==> src/hdl/bsdp_pkg.sv <==
`default_nettype none
package bsdp_pkg;

  typedef enum logic [1:0] {
    REQ_SCALE = 2'd0,
    REQ_MICRO = 2'd1,
    REQ_DOT   = 2'd2,
    REQ_FLAT  = 2'd3
  } req_t;

  localparam logic KIND_DOT  = 1'b0;
  localparam logic KIND_FLAT = 1'b1;

  localparam logic [7:0]  SCALE_RESET = 8'd127;
  localparam logic [31:0] FP_QNAN     = 32'hFFC0_0000;
  localparam logic [31:0] FP_QUIET    = 32'h0040_0000;
  localparam logic [7:0]  FP_EXP_MAX  = 8'hFF;

  // Front end to converter: data is the int32 sum, or the flattened word.
  typedef struct packed {
    logic        kind;
    logic [31:0] data;
    logic [8:0]  sexp;
    logic [31:0] c;
  } front_t;

  // Converter to adder: data is the scaled FP32 dot, or the flattened word.
  typedef struct packed {
    logic        kind;
    logic [31:0] data;
    logic [31:0] c;
  } cvt_t;

  function automatic logic [5:0] lzc32(input logic [31:0] v);
    logic [5:0] n;
    logic       found;
    n = 6'd32;
    found = 1'b0;
    for (int i = 31; i >= 0; i--) begin
      if (!found && v[i]) begin
        n = 6'(31 - i);
        found = 1'b1;
      end
    end
    return n;
  endfunction

endpackage
`default_nettype wire

==> src/hdl/bsdp_in_if.sv <==
`default_nettype none
interface bsdp_in_if;
  logic        valid;
  logic        ready;
  logic [1:0]  req_type;
  logic [1:0]  warp;
  logic [2:0]  thread;
  logic [31:0] word_a;
  logic [31:0] word_b;
  logic [1:0]  mexp_a_bits;
  logic [1:0]  mexp_b_bits;
  logic        tile_b;
  logic [31:0] accum_c;
  logic        first;
  logic        last;

  modport source (
    output valid, req_type, warp, thread, word_a, word_b, mexp_a_bits, mexp_b_bits,
           tile_b, accum_c, first, last,
    input  ready
  );
  modport sink (
    input  valid, req_type, warp, thread, word_a, word_b, mexp_a_bits, mexp_b_bits,
           tile_b, accum_c, first, last,
    output ready
  );
endinterface
`default_nettype wire

==> src/hdl/bsdp_out_if.sv <==
`default_nettype none
interface bsdp_out_if;
  logic        valid;
  logic        ready;
  logic [31:0] result;
  logic        result_kind;

  modport source (output valid, result, result_kind, input ready);
  modport sink (input valid, result, result_kind, output ready);
endinterface
`default_nettype wire

==> src/hdl/bsdp_front.sv <==
`default_nettype none
module bsdp_front
  import bsdp_pkg::*;
#(
  parameter int WARPS   = 4,
  parameter int THREADS = 8
) (
  input  logic   clk,
  input  logic   rst_n,
  bsdp_in_if.sink in_ch,
  output logic   o_valid,
  input  logic   o_ready,
  output front_t o_data
);

  localparam int NE = WARPS * THREADS;
  localparam int WB = (WARPS > 1) ? $clog2(WARPS) : 1;
  localparam int IB = (NE > 1) ? $clog2(NE) : 1;

  typedef struct packed {
    req_t        req;
    logic [1:0]  warp;
    logic [2:0]  thread;
    logic [31:0] wa;
    logic [31:0] wb;
    logic [1:0]  ma;
    logic [1:0]  mb;
    logic        tb;
    logic [31:0] c;
    logic        first;
    logic        last;
  } item_t;

  function automatic logic [WB-1:0] warp_mod(input logic [1:0] v);
    int r;
    r = int'(v);
    for (int i = 0; i < 4; i++) begin
      if (r >= WARPS) r = r - WARPS;
    end
    return WB'(r);
  endfunction

  function automatic int thread_mod(input logic [2:0] v);
    int r;
    r = int'(v);
    for (int i = 0; i < 8; i++) begin
      if (r >= THREADS) r = r - THREADS;
    end
    return r;
  endfunction

  // Doubles a byte and saturates to int8 when its micro-exponent bit is set.
  function automatic logic [7:0] flat8(input logic [7:0] raw, input logic dbl);
    logic [8:0] d;
    d = {raw, 1'b0};
    if (!dbl) return raw;
    if (d[8] != d[7]) return d[8] ? 8'h80 : 8'h7F;
    return d[7:0];
  endfunction

  logic [3:0]  micro_mem [NE];
  logic [15:0] scale_mem [WARPS];

  logic          clr_busy_r;
  logic [IB-1:0] clr_cnt_r;

  logic          s0_v_r, s1_v_r;
  item_t         s0_r, s1_r;
  logic [3:0]    micro_rd_r;
  logic [15:0]   scale_rd_r;
  logic [31:0]   dot_sum_r;

  logic          rdy0, rdy1, rdy2;
  logic [WB-1:0] w0;
  logic [IB-1:0] idx0;

  assign rdy2 = !o_valid || o_ready;
  assign rdy1 = !s1_v_r || rdy2;
  assign rdy0 = !s0_v_r || rdy1;
  assign in_ch.ready = rdy0 && !clr_busy_r;

  assign w0   = warp_mod(s0_r.warp);
  assign idx0 = IB'(int'(w0) * THREADS + thread_mod(s0_r.thread));

  // Clearing pass over the micro-exponent and scale stores after reset.
  always_ff @(posedge clk) begin
    if (!rst_n) begin
      clr_busy_r <= 1'b1;
      clr_cnt_r  <= '0;
    end else if (clr_busy_r) begin
      if (clr_cnt_r == IB'(NE - 1)) clr_busy_r <= 1'b0;
      clr_cnt_r <= clr_cnt_r + 1'b1;
    end
  end

  always_ff @(posedge clk) begin
    if (clr_busy_r) begin
      micro_mem[clr_cnt_r] <= '0;
      if (int'(clr_cnt_r) < WARPS) scale_mem[clr_cnt_r[WB-1:0]] <= {SCALE_RESET, SCALE_RESET};
    end else if (s0_v_r && rdy1) begin
      if (s0_r.req == REQ_SCALE) scale_mem[w0] <= s0_r.wa[15:0];
      if (s0_r.req == REQ_MICRO) micro_mem[idx0] <= {s0_r.mb, s0_r.ma};
    end
  end

  always_ff @(posedge clk) begin
    if (!rst_n) begin
      s0_v_r <= 1'b0;
    end else if (rdy0) begin
      s0_v_r <= in_ch.valid && !clr_busy_r;
    end
  end

  always_ff @(posedge clk) begin
    if (in_ch.ready) begin
      s0_r.req    <= req_t'(in_ch.req_type);
      s0_r.warp   <= in_ch.warp;
      s0_r.thread <= in_ch.thread;
      s0_r.wa     <= in_ch.word_a;
      s0_r.wb     <= in_ch.word_b;
      s0_r.ma     <= in_ch.mexp_a_bits;
      s0_r.mb     <= in_ch.mexp_b_bits;
      s0_r.tb     <= in_ch.tile_b;
      s0_r.c      <= in_ch.accum_c;
      s0_r.first  <= in_ch.first;
      s0_r.last   <= in_ch.last;
    end
  end

  always_ff @(posedge clk) begin
    if (!rst_n) begin
      s1_v_r <= 1'b0;
    end else if (rdy1) begin
      s1_v_r <= s0_v_r;
    end
  end

  always_ff @(posedge clk) begin
    if (rdy1) begin
      s1_r       <= s0_r;
      micro_rd_r <= micro_mem[idx0];
      scale_rd_r <= scale_mem[w0];
    end
  end

  // Stage 1: flatten, multiply and accumulate.
  logic [7:0]  fa [4];
  logic [7:0]  fb [4];
  logic [7:0]  ff [4];
  logic [1:0]  sel_flat;
  logic [31:0] psum, sum_new, flat_word;
  logic        s1_dot, s1_emit;

  always_comb begin
    sel_flat = s1_r.tb ? micro_rd_r[3:2] : micro_rd_r[1:0];
    psum = '0;
    for (int b = 0; b < 4; b++) begin
      fa[b] = flat8(s1_r.wa[8*b +: 8], micro_rd_r[b / 2]);
      fb[b] = flat8(s1_r.wb[8*b +: 8], micro_rd_r[2 + b / 2]);
      ff[b] = flat8(s1_r.wa[8*b +: 8], sel_flat[b / 2]);
      psum  = psum + 32'(signed'(16'(signed'(fa[b]) * signed'(fb[b]))));
    end
    sum_new   = (s1_r.first ? 32'd0 : dot_sum_r) + psum;
    flat_word = {ff[3], ff[2], ff[1], ff[0]};
    s1_dot    = s1_r.req == REQ_DOT;
    s1_emit   = (s1_dot && s1_r.last) || (s1_r.req == REQ_FLAT);
  end

  always_ff @(posedge clk) begin
    if (!rst_n) begin
      dot_sum_r <= '0;
      o_valid   <= 1'b0;
    end else if (rdy2) begin
      o_valid <= s1_v_r && s1_emit;
      if (s1_v_r && s1_dot) dot_sum_r <= sum_new;
    end
  end

  always_ff @(posedge clk) begin
    if (rdy2) begin
      o_data.kind <= s1_dot ? KIND_DOT : KIND_FLAT;
      o_data.data <= s1_dot ? sum_new : flat_word;
      o_data.sexp <= 9'(scale_rd_r[7:0]) + 9'(scale_rd_r[15:8]);
      o_data.c    <= s1_r.c;
    end
  end

endmodule
`default_nettype wire

==> src/hdl/bsdp_cvt.sv <==
`default_nettype none
module bsdp_cvt
  import bsdp_pkg::*;
(
  input  logic   clk,
  input  logic   rst_n,
  input  logic   i_valid,
  output logic   i_ready,
  input  front_t i_data,
  output logic   o_valid,
  input  logic   o_ready,
  output cvt_t   o_data
);

  typedef struct packed {
    logic        kind;
    logic [31:0] data;
    logic        sign;
    logic [5:0]  lz;
    logic [8:0]  sexp;
    logic [31:0] c;
  } sa_t;

  typedef struct packed {
    logic        kind;
    logic [31:0] word;
    logic        sign;
    logic        zero;
    logic [23:0] m;
    logic [5:0]  e;
    logic [8:0]  sexp;
    logic [31:0] c;
  } sb_t;

  logic sa_v_r, sb_v_r;
  sa_t  sa_r;
  sb_t  sb_r;
  logic rdy_a, rdy_b, rdy_c;

  assign rdy_c   = !o_valid || o_ready;
  assign rdy_b   = !sb_v_r || rdy_c;
  assign rdy_a   = !sa_v_r || rdy_b;
  assign i_ready = rdy_a;

  // Stage A: magnitude and leading-zero count.
  logic [31:0] mag;
  assign mag = i_data.data[31] ? (32'd0 - i_data.data) : i_data.data;

  always_ff @(posedge clk) begin
    if (!rst_n) begin
      sa_v_r <= 1'b0;
      sb_v_r <= 1'b0;
      o_valid <= 1'b0;
    end else begin
      if (rdy_a) sa_v_r <= i_valid;
      if (rdy_b) sb_v_r <= sa_v_r;
      if (rdy_c) o_valid <= sb_v_r;
    end
  end

  always_ff @(posedge clk) begin
    if (rdy_a) begin
      sa_r.kind <= i_data.kind;
      sa_r.data <= (i_data.kind == KIND_FLAT) ? i_data.data : mag;
      sa_r.sign <= i_data.data[31];
      sa_r.lz   <= lzc32(mag);
      sa_r.sexp <= i_data.sexp;
      sa_r.c    <= i_data.c;
    end
  end

  // Stage B: normalize and round the integer to a 24-bit significand.
  logic [31:0] norm;
  logic [24:0] m25;
  logic        up_b;

  always_comb begin
    norm = sa_r.data << sa_r.lz;
    up_b = norm[7] && ((|norm[6:0]) || norm[8]);
    m25  = {1'b0, norm[31:8]} + 25'(up_b);
  end

  always_ff @(posedge clk) begin
    if (rdy_b) begin
      sb_r.kind <= sa_r.kind;
      sb_r.word <= sa_r.data;
      sb_r.sign <= sa_r.sign;
      sb_r.zero <= sa_r.data == 32'd0;
      sb_r.m    <= m25[24] ? 24'h80_0000 : m25[23:0];
      sb_r.e    <= m25[24] ? (6'd32 - sa_r.lz) : (6'd31 - sa_r.lz);
      sb_r.sexp <= sa_r.sexp;
      sb_r.c    <= sa_r.c;
    end
  end

  // Stage C: apply the block scale with overflow and gradual underflow.
  logic signed [10:0] bexp, sh;
  logic [49:0] ext;
  logic [23:0] q, qr;
  logic        up_c;
  logic [31:0] fs;

  always_comb begin
    bexp = $signed({5'b0, sb_r.e}) + $signed({2'b0, sb_r.sexp}) - 11'sd127;
    sh   = 11'sd1 - bexp;
    ext  = {sb_r.m, 26'b0} >> sh[4:0];
    q    = ext[49:26];
    up_c = ext[25] && ((|ext[24:0]) || q[0]);
    qr   = q + 24'(up_c);
    if (sb_r.zero) begin
      fs = 32'd0;
    end else if (bexp >= 11'sd255) begin
      fs = {sb_r.sign, FP_EXP_MAX, 23'b0};
    end else if (bexp >= 11'sd1) begin
      fs = {sb_r.sign, bexp[7:0], sb_r.m[22:0]};
    end else if (sh > 11'sd25) begin
      fs = {sb_r.sign, 31'b0};
    end else begin
      fs = {sb_r.sign, 7'b0, qr};
    end
  end

  always_ff @(posedge clk) begin
    if (rdy_c) begin
      o_data.kind <= sb_r.kind;
      o_data.data <= (sb_r.kind == KIND_FLAT) ? sb_r.word : fs;
      o_data.c    <= sb_r.c;
    end
  end

endmodule
`default_nettype wire

==> src/hdl/bsdp_fadd.sv <==
`default_nettype none
module bsdp_fadd
  import bsdp_pkg::*;
(
  input  logic        clk,
  input  logic        rst_n,
  input  logic        i_valid,
  output logic        i_ready,
  input  cvt_t        i_data,
  bsdp_out_if.source  out_ch
);

  typedef struct packed {
    logic        kind;
    logic [31:0] word;
    logic        special;
    logic [31:0] spec_val;
    logic        sign;
    logic        sub;
    logic [8:0]  e;
    logic [26:0] big;
    logic [26:0] lesser;
  } sa_t;

  typedef struct packed {
    logic        kind;
    logic [31:0] word;
    logic        special;
    logic [31:0] spec_val;
    logic        sign;
    logic        sub;
    logic [8:0]  e;
    logic [27:0] sum;
    logic [5:0]  lz;
  } sb_t;

  logic sa_v_r, sb_v_r;
  sa_t  sa_r;
  sb_t  sb_r;
  logic rdy_a, rdy_b, rdy_c;

  assign rdy_c   = !out_ch.valid || out_ch.ready;
  assign rdy_b   = !sb_v_r || rdy_c;
  assign rdy_a   = !sa_v_r || rdy_b;
  assign i_ready = rdy_a;

  always_ff @(posedge clk) begin
    if (!rst_n) begin
      sa_v_r <= 1'b0;
      sb_v_r <= 1'b0;
      out_ch.valid <= 1'b0;
    end else begin
      if (rdy_a) sa_v_r <= i_valid;
      if (rdy_b) sb_v_r <= sa_v_r;
      if (rdy_c) out_ch.valid <= sb_v_r;
    end
  end

  // Stage A: order operands by magnitude, align the smaller one.
  logic [31:0] x, y, bg, sm;
  logic [7:0]  eb, es, d;
  logic [23:0] mb, ms;
  logic [26:0] sfull, small_al, smask;
  logic        x_inf, y_inf, y_nan;
  logic        special;
  logic [31:0] spec_val;

  always_comb begin
    x = i_data.data;
    y = i_data.c;
    if (x[30:0] >= y[30:0]) begin
      bg = x;
      sm = y;
    end else begin
      bg = y;
      sm = x;
    end
    eb = (bg[30:23] == 8'd0) ? 8'd1 : bg[30:23];
    es = (sm[30:23] == 8'd0) ? 8'd1 : sm[30:23];
    mb = {bg[30:23] != 8'd0, bg[22:0]};
    ms = {sm[30:23] != 8'd0, sm[22:0]};
    d  = eb - es;
    sfull = {ms, 3'b0};
    smask = (27'd1 << d[4:0]) - 27'd1;
    if (d >= 8'd27) begin
      small_al = {26'b0, |ms};
    end else begin
      small_al = sfull >> d[4:0];
      small_al[0] = small_al[0] | (|(sfull & smask));
    end
    x_inf = (x[30:23] == FP_EXP_MAX) && (x[22:0] == 23'd0);
    y_inf = (y[30:23] == FP_EXP_MAX) && (y[22:0] == 23'd0);
    y_nan = (y[30:23] == FP_EXP_MAX) && (y[22:0] != 23'd0);
    special  = 1'b1;
    spec_val = x;
    if (y_nan) begin
      spec_val = y | FP_QUIET;
    end else if (x_inf) begin
      spec_val = (y_inf && (x[31] != y[31])) ? FP_QNAN : x;
    end else if (y_inf) begin
      spec_val = y;
    end else begin
      special = 1'b0;
    end
  end

  always_ff @(posedge clk) begin
    if (rdy_a) begin
      sa_r.kind     <= i_data.kind;
      sa_r.word     <= i_data.data;
      sa_r.special  <= special;
      sa_r.spec_val <= spec_val;
      sa_r.sign     <= bg[31];
      sa_r.sub      <= bg[31] != sm[31];
      sa_r.e        <= {1'b0, eb};
      sa_r.big      <= {mb, 3'b0};
      sa_r.lesser   <= small_al;
    end
  end

  // Stage B: add or subtract the significands, count leading zeros.
  logic [27:0] sum_b;
  assign sum_b = sa_r.sub ? ({1'b0, sa_r.big} - {1'b0, sa_r.lesser})
                          : ({1'b0, sa_r.big} + {1'b0, sa_r.lesser});

  always_ff @(posedge clk) begin
    if (rdy_b) begin
      sb_r.kind     <= sa_r.kind;
      sb_r.word     <= sa_r.word;
      sb_r.special  <= sa_r.special;
      sb_r.spec_val <= sa_r.spec_val;
      sb_r.sign     <= sa_r.sign;
      sb_r.sub      <= sa_r.sub;
      sb_r.e        <= sa_r.e;
      sb_r.sum      <= sum_b;
      sb_r.lz       <= lzc32({sum_b[26:0], 5'b0});
    end
  end

  // Stage C: normalize, round to nearest even, pack.
  logic [8:0]  shamt, ex;
  logic [26:0] m27;
  logic [24:0] mr;
  logic [23:0] mant;
  logic        up_c;
  logic        rsign;
  logic [31:0] fsum;

  always_comb begin
    shamt = 9'd0;
    if (sb_r.sum[27]) begin
      m27 = {sb_r.sum[27:2], sb_r.sum[1] | sb_r.sum[0]};
      ex  = sb_r.e + 9'd1;
    end else begin
      // The shift stops at the minimum exponent, leaving a subnormal.
      shamt = ({3'b0, sb_r.lz} < sb_r.e) ? {3'b0, sb_r.lz} : (sb_r.e - 9'd1);
      m27   = sb_r.sum[26:0] << shamt;
      ex    = sb_r.e - shamt;
    end
    up_c = m27[2] && (m27[1] || m27[0] || m27[3]);
    mr   = {1'b0, m27[26:3]} + 25'(up_c);
    if (mr[24]) begin
      mant = mr[24:1];
      ex   = ex + 9'd1;
    end else begin
      mant = mr[23:0];
    end
    rsign = sb_r.sign;
    if (sb_r.sum == 28'd0) rsign = sb_r.sub ? 1'b0 : sb_r.sign;
    if (ex >= 9'd255) begin
      fsum = {rsign, FP_EXP_MAX, 23'b0};
    end else begin
      fsum = {rsign, mant[23] ? ex[7:0] : 8'd0, mant[22:0]};
    end
  end

  always_ff @(posedge clk) begin
    if (rdy_c) begin
      out_ch.result_kind <= sb_r.kind;
      if (sb_r.kind == KIND_FLAT) begin
        out_ch.result <= sb_r.word;
      end else begin
        out_ch.result <= sb_r.special ? sb_r.spec_val : fsum;
      end
    end
  end

endmodule
`default_nettype wire

==> src/hdl/block_scaled_int8_dot_product_top.sv <==
`default_nettype none
// Block-scaled int8 dot product. One item is taken per cycle on in_ch unless a stall on
// out_ch holds the pipeline; each dot-product result or flattened word leaves on out_ch
// after passing the front-end, converter and adder stages. Load items and dot steps
// that are not last produce nothing. After reset the block clears its micro-exponent and
// scale stores, one entry per cycle, and holds in_ch.ready low until that is done. The
// running int32 sum is updated in the second stage, so consecutive dot steps follow each
// other without gaps.
module block_scaled_int8_dot_product_top
  import bsdp_pkg::*;
#(
  parameter int WARPS   = 4,
  parameter int THREADS = 8
) (
  input  logic       clk,
  input  logic       rst_n,
  bsdp_in_if.sink    in_ch,
  bsdp_out_if.source out_ch
);

  logic   f_valid, f_ready;
  front_t f_data;
  logic   c_valid, c_ready;
  cvt_t   c_data;

  bsdp_front #(
    .WARPS   (WARPS),
    .THREADS (THREADS)
  ) u_front (
    .clk     (clk),
    .rst_n   (rst_n),
    .in_ch   (in_ch),
    .o_valid (f_valid),
    .o_ready (f_ready),
    .o_data  (f_data)
  );

  bsdp_cvt u_cvt (
    .clk     (clk),
    .rst_n   (rst_n),
    .i_valid (f_valid),
    .i_ready (f_ready),
    .i_data  (f_data),
    .o_valid (c_valid),
    .o_ready (c_ready),
    .o_data  (c_data)
  );

  bsdp_fadd u_fadd (
    .clk     (clk),
    .rst_n   (rst_n),
    .i_valid (c_valid),
    .i_ready (c_ready),
    .i_data  (c_data),
    .out_ch  (out_ch)
  );

endmodule
`default_nettype wire

==> src/flat_wrapper.sv <==
// flat-port wrapper written by rule: the top's interface ports become plain ports
module block_scaled_int8_dot_product_top_flat import bsdp_pkg::*;
#(
  parameter int WARPS   = 4,
  parameter int THREADS = 8
)
  (clk, rst_n, in_ch_valid, in_ch_req_type, in_ch_warp, in_ch_thread, in_ch_word_a, in_ch_word_b, in_ch_mexp_a_bits, in_ch_mexp_b_bits, in_ch_tile_b, in_ch_accum_c, in_ch_first, in_ch_last, in_ch_ready, out_ch_valid, out_ch_result, out_ch_result_kind, out_ch_ready);
  bsdp_in_if in_ch_i ();
  bsdp_out_if out_ch_i ();
  input  logic clk;
  input  logic rst_n;
  input wire logic [$bits(in_ch_i.valid)-1:0] in_ch_valid;
  input wire logic [$bits(in_ch_i.req_type)-1:0] in_ch_req_type;
  input wire logic [$bits(in_ch_i.warp)-1:0] in_ch_warp;
  input wire logic [$bits(in_ch_i.thread)-1:0] in_ch_thread;
  input wire logic [$bits(in_ch_i.word_a)-1:0] in_ch_word_a;
  input wire logic [$bits(in_ch_i.word_b)-1:0] in_ch_word_b;
  input wire logic [$bits(in_ch_i.mexp_a_bits)-1:0] in_ch_mexp_a_bits;
  input wire logic [$bits(in_ch_i.mexp_b_bits)-1:0] in_ch_mexp_b_bits;
  input wire logic [$bits(in_ch_i.tile_b)-1:0] in_ch_tile_b;
  input wire logic [$bits(in_ch_i.accum_c)-1:0] in_ch_accum_c;
  input wire logic [$bits(in_ch_i.first)-1:0] in_ch_first;
  input wire logic [$bits(in_ch_i.last)-1:0] in_ch_last;
  output wire logic [$bits(in_ch_i.ready)-1:0] in_ch_ready;
  output wire logic [$bits(out_ch_i.valid)-1:0] out_ch_valid;
  output wire logic [$bits(out_ch_i.result)-1:0] out_ch_result;
  output wire logic [$bits(out_ch_i.result_kind)-1:0] out_ch_result_kind;
  input wire logic [$bits(out_ch_i.ready)-1:0] out_ch_ready;
  assign in_ch_i.valid = in_ch_valid;
  assign in_ch_i.req_type = in_ch_req_type;
  assign in_ch_i.warp = in_ch_warp;
  assign in_ch_i.thread = in_ch_thread;
  assign in_ch_i.word_a = in_ch_word_a;
  assign in_ch_i.word_b = in_ch_word_b;
  assign in_ch_i.mexp_a_bits = in_ch_mexp_a_bits;
  assign in_ch_i.mexp_b_bits = in_ch_mexp_b_bits;
  assign in_ch_i.tile_b = in_ch_tile_b;
  assign in_ch_i.accum_c = in_ch_accum_c;
  assign in_ch_i.first = in_ch_first;
  assign in_ch_i.last = in_ch_last;
  assign in_ch_ready = in_ch_i.ready;
  assign out_ch_valid = out_ch_i.valid;
  assign out_ch_result = out_ch_i.result;
  assign out_ch_result_kind = out_ch_i.result_kind;
  assign out_ch_i.ready = out_ch_ready;
  block_scaled_int8_dot_product_top #(.WARPS(WARPS), .THREADS(THREADS)) u_core (.clk(clk), .rst_n(rst_n), .in_ch(in_ch_i), .out_ch(out_ch_i));
endmodule
==> config.mk <==
export PLATFORM = sky130hd
export DESIGN_NAME = block_scaled_int8_dot_product_top_flat
export DESIGN_NICKNAME = d
export VERILOG_FILES = /design/src/hdl/bsdp_pkg.sv /design/src/hdl/bsdp_in_if.sv /design/src/hdl/bsdp_out_if.sv /design/src/hdl/bsdp_front.sv /design/src/hdl/bsdp_cvt.sv /design/src/hdl/bsdp_fadd.sv /design/src/hdl/block_scaled_int8_dot_product_top.sv /design/src/flat_wrapper.sv
export SDC_FILE = /design/constraint.sdc
export NUM_CORES = 2
export LEC_CHECK = 0
export BUFFER_PORTS_ARGS = -buffer_cell sky130_fd_sc_hd__buf_2
export CORE_ASPECT_RATIO = 0.5
export CORE_MARGIN = 3
export CORE_UTILIZATION = 40
export CTS_BUF_LIST = sky130_fd_sc_hd__clkbuf_16
export CTS_CLUSTER_SIZE = 25
export DETAILED_ROUTE_END_ITERATION = 10
export PLACE_DENSITY = 0.65
export SETUP_SLACK_MARGIN = 0.05
export SYNTH_ARGS = -nofsm -noshare
export SYNTH_HDL_FRONTEND = slang
export SYNTH_SLANG_ARGS = --single-unit
==> constraint.sdc <==
create_clock -name clk -period 14.3 [get_ports clk]
set_clock_uncertainty 0.05 [all_clocks]
set_input_delay 1.43 -clock clk [delete_from_list [all_inputs] [get_ports clk]]
set_output_delay 1.43 -clock clk [all_outputs]
set_load 0.05 [all_outputs]
==> metrics.cfg <==
[global_routing]
grt_busiest_layer=met2
met2_usage_pct=34.43
grt_start_max_net_pins=90
grt_usage_pct=20.82
antenna_found_initial=1
gr-total-overflow=0
gr-usage-met1_pct=28.22
grt_pass1_wl_um=284600
use_met3_pct=2.977
first_global_vias=46660

[critical_path]
cp_common_cell=fa_1
critical-path-slowest-cell=fa_1
worstSetupEndpointType=flip-flop
cp.required_ps=14700
cp_max_fo=7
path_class=reg2reg
critPathMaxStageDelay_ps=580
r2r-end=u_core.u_front.o_data[71]
worst-r2r-cell-count=45
timing.critical_path.buf_inv=7
ff2ff_setup_slack_ps=3010
r2r_start=u_core.u_front.s1_r[62]
crit_family=adder cells
cp-start-kind=flip-flop
startpoint=u_core.u_front.s1_r[62]
arrival_ps=11690

[yosys]
postSynth.asyncResetShare_pct=0
seq_area_frac_synth_pct=46.18
synth_nets=6899
ys_ff_latch=1066
synth.avg_cell_area_um2=11.07
synth_top_cell_by_area=edfxtp_1
synth_top_cell_area_share_pct=44.80
synth_area_leaders=edfxtp_1, fa_1, ha_1, mux4_2, inv_1
yosys_warnings=0
synth_enable_flop_cells=1019
synthCells=6173
yosys_most_used_dff=edfxtp_1
syn_area_um2=68310
synth_cell_types=112

[sta]
finalCritPeriodShare_pct=78.92
period_minus_slack_ps=11290
finalHoldViolations=0
finalSetupTns_ps=0
layout_setup_ws_ps=3015
maxSlewViolCount=0
setup_viol=0
rsz0062_at_grt=no
max_freq_mhz=88.61
max_slew_margin_pct=24.51
fin_hold_ws_ps=364.6
worstMarginPinSlew_ps=1132

[power]
leakagePower_nw=29.67
switching_power_mw=7.914
ir_worst_vdd_mv=0.3849
sw_frac_of_total_pct=45.98
p_seq_share_pct=27.0
clockPowerShare_pct=15.4
pwr-share-comb_pct=57.6
power.internal_mw=9.299
powerDensity_nw_per_um2=230.5

[hold_path]
min_path_cells=0
worstHoldEndpoint=u_core.u_fadd.sb_r[94]
hold_path_class=reg2reg
worstHoldStart=u_core.u_fadd.sa_r[114]

[floorplanning]
coreArea_um2=168300
io_pins=149
start_util_pct=40.58
chipWidth_um=590.4
dieArea_um2=176100
dieHeight_um=298.2
rows=106

[layout]
fin_area_um2=74690
layout_common_cells=edfxtp_1, inv_1, nor2_1
drive_above_1_share_pct=10.21
n_antenna_cell=0
fin_nets=6952
layout_commonest_cell=edfxtp_1
synthToLayoutAreaGrowth_pct=9.348

[route]
num_vias=47520
drt-initial-drc-count=4373
first_pass_iters=6
finalWirelength_um=184200
routed_via_density=5.542
post_drt_wl_per_cell_um=21.48
drc=0
ant_nets=0

[placement]
pre_cts_slack_ps=3090
gp_routability_congestion=0.9762
numPortBuffers=148
hpwlAfterDp_um=139200
dpl_cell_area_um2=71450

[clock_tree]
path_clk_slew_ps=70
cts_resized=0
holdBufCountCts=0
post_cts_buffers=0
cts_tree=done
numCtsBuffers=96
cts_sinks=1066
cts-root-buf=clkbuf_16
cts_buffer_depth=3
clk_latency_ps=740
htreeDepth=3

[status]
status=finished clean

[job]
maxCapViolCount=0

[flip-flops by register name, summed over array words and instances (netlist names), 5 cells and up]
| register | flops |
|---|---|
| u_core.u_cvt.o_data | 65 |
| u_core.u_cvt.sa_r | 81 |
| u_core.u_cvt.sb_r | 106 |
| u_core.u_fadd.out_ch.result | 32 |
| u_core.u_fadd.sa_r | 127 |
| u_core.u_fadd.sb_r | 110 |
| u_core.u_front.clr_cnt_r | 5 |
| u_core.u_front.dot_sum_r | 32 |
| u_core.u_front.micro_mem | 128 |
| u_core.u_front.o_data | 74 |
| u_core.u_front.s0_r | 108 |
| u_core.u_front.s1_r | 101 |
| u_core.u_front.scale_mem | 64 |
| u_core.u_front.scale_rd_r | 16 |
[cell families (layout without fill, tap and decap cells)]
logic type | Yosys count | after routing | synth area share, %
AO/OA/AOI/OAI | 1294 | 1294 | 12.16
flip-flops | 1066 | 1066 | 46.18
buffers and inverters | 863 | 997 | 4.929
XOR/XNOR | 220 | 220 | 2.923
AND/OR/NAND/NOR | 1813 | 1813 | 12.39
multiplexers | 303 | 303 | 6.534
adder cells (fa/ha/maj) | 614 | 614 | 14.89
[final cells by class]
| class | instances | area [um^2] |
|---|---|---|
| fill | 15570 | 93610 |
| multi-input combinational | 4244 | 33510 |
| sequential | 1066 | 31540 |
| tap | 2268 | 2838 |
| clock buffer | 96 | 2402 |
| inverter | 592 | 2233 |
| timing repair buffer | 226 | 1326 |
| clock inverter | 83 | 837.1 |
[per-stage QoR]
step           total power, mW  utilization (%)  instances
5_1_grt                  18.42            44.38       8575
6_report                 17.21            44.38       8575
2_1_floorplan            11.82                -       6173
3_5_place_dp             14.40            42.45       8396
4_1_cts                  17.13            44.38       8575
3_3_place_gp             14.42            42.45       8396
[worst max path at each step]
stage / to / slack [ps] / depth (start not counted)
final: u_core.u_front.o_data[71] / 3010 / 45
after global routing: u_core.u_front.o_data[69] / 1950 / 46
after CTS: u_core.u_front.o_data[71] / 3020 / 45
after detailed placement: u_core.u_front.o_data[71] / 3090 / 45
after global placement: u_core.u_front.o_data[71] / 3190 / 45
after floorplan: u_core.u_front.dot_sum_r[31] / 3770 / 35
[routing by layer]
metal	part of all wire, %	routed length, um	vias up
li1	-	-	22280
met1	43	78790	23370
met2	48	87980	1556
met3	6.1	11150	309
met4	3.4	6288	0
met5	0	0	-
[cell usage after synthesis, drive strengths merged, types with 106 or more instances]
library cell  instances
a21oi               380
nand2               566
ha                  280
edfxtp             1019
xnor2               141
inv                 587
o21ai               318
fa                  332
nor3                110
mux4                106
nor2                573
mux2i               140
clkbuf              200
[power groups by stage]
stage	clock, mW	sequential (mW)	combinational (mW)
global route	2.86	4.69	10.9
detailed placement	0	4.69	9.71
finish	2.66	4.64	9.91
CTS	2.73	4.62	9.78
global placement	0	4.68	9.74
floorplan	0	4.53	7.29
[worst register-to-register path: cells and delay by family, from the launching register on]
family	cells	cell delay (ps)
adders and majority gates	11	4760
AOI/OAI and AO/OA	19	3520
and+or+nand+nor	6	1420
buffers and inverters	7	550
xor gates and xnor gates	2	310
DFF	1	450
Note: power is estimated with default switching activity, not from simulation.
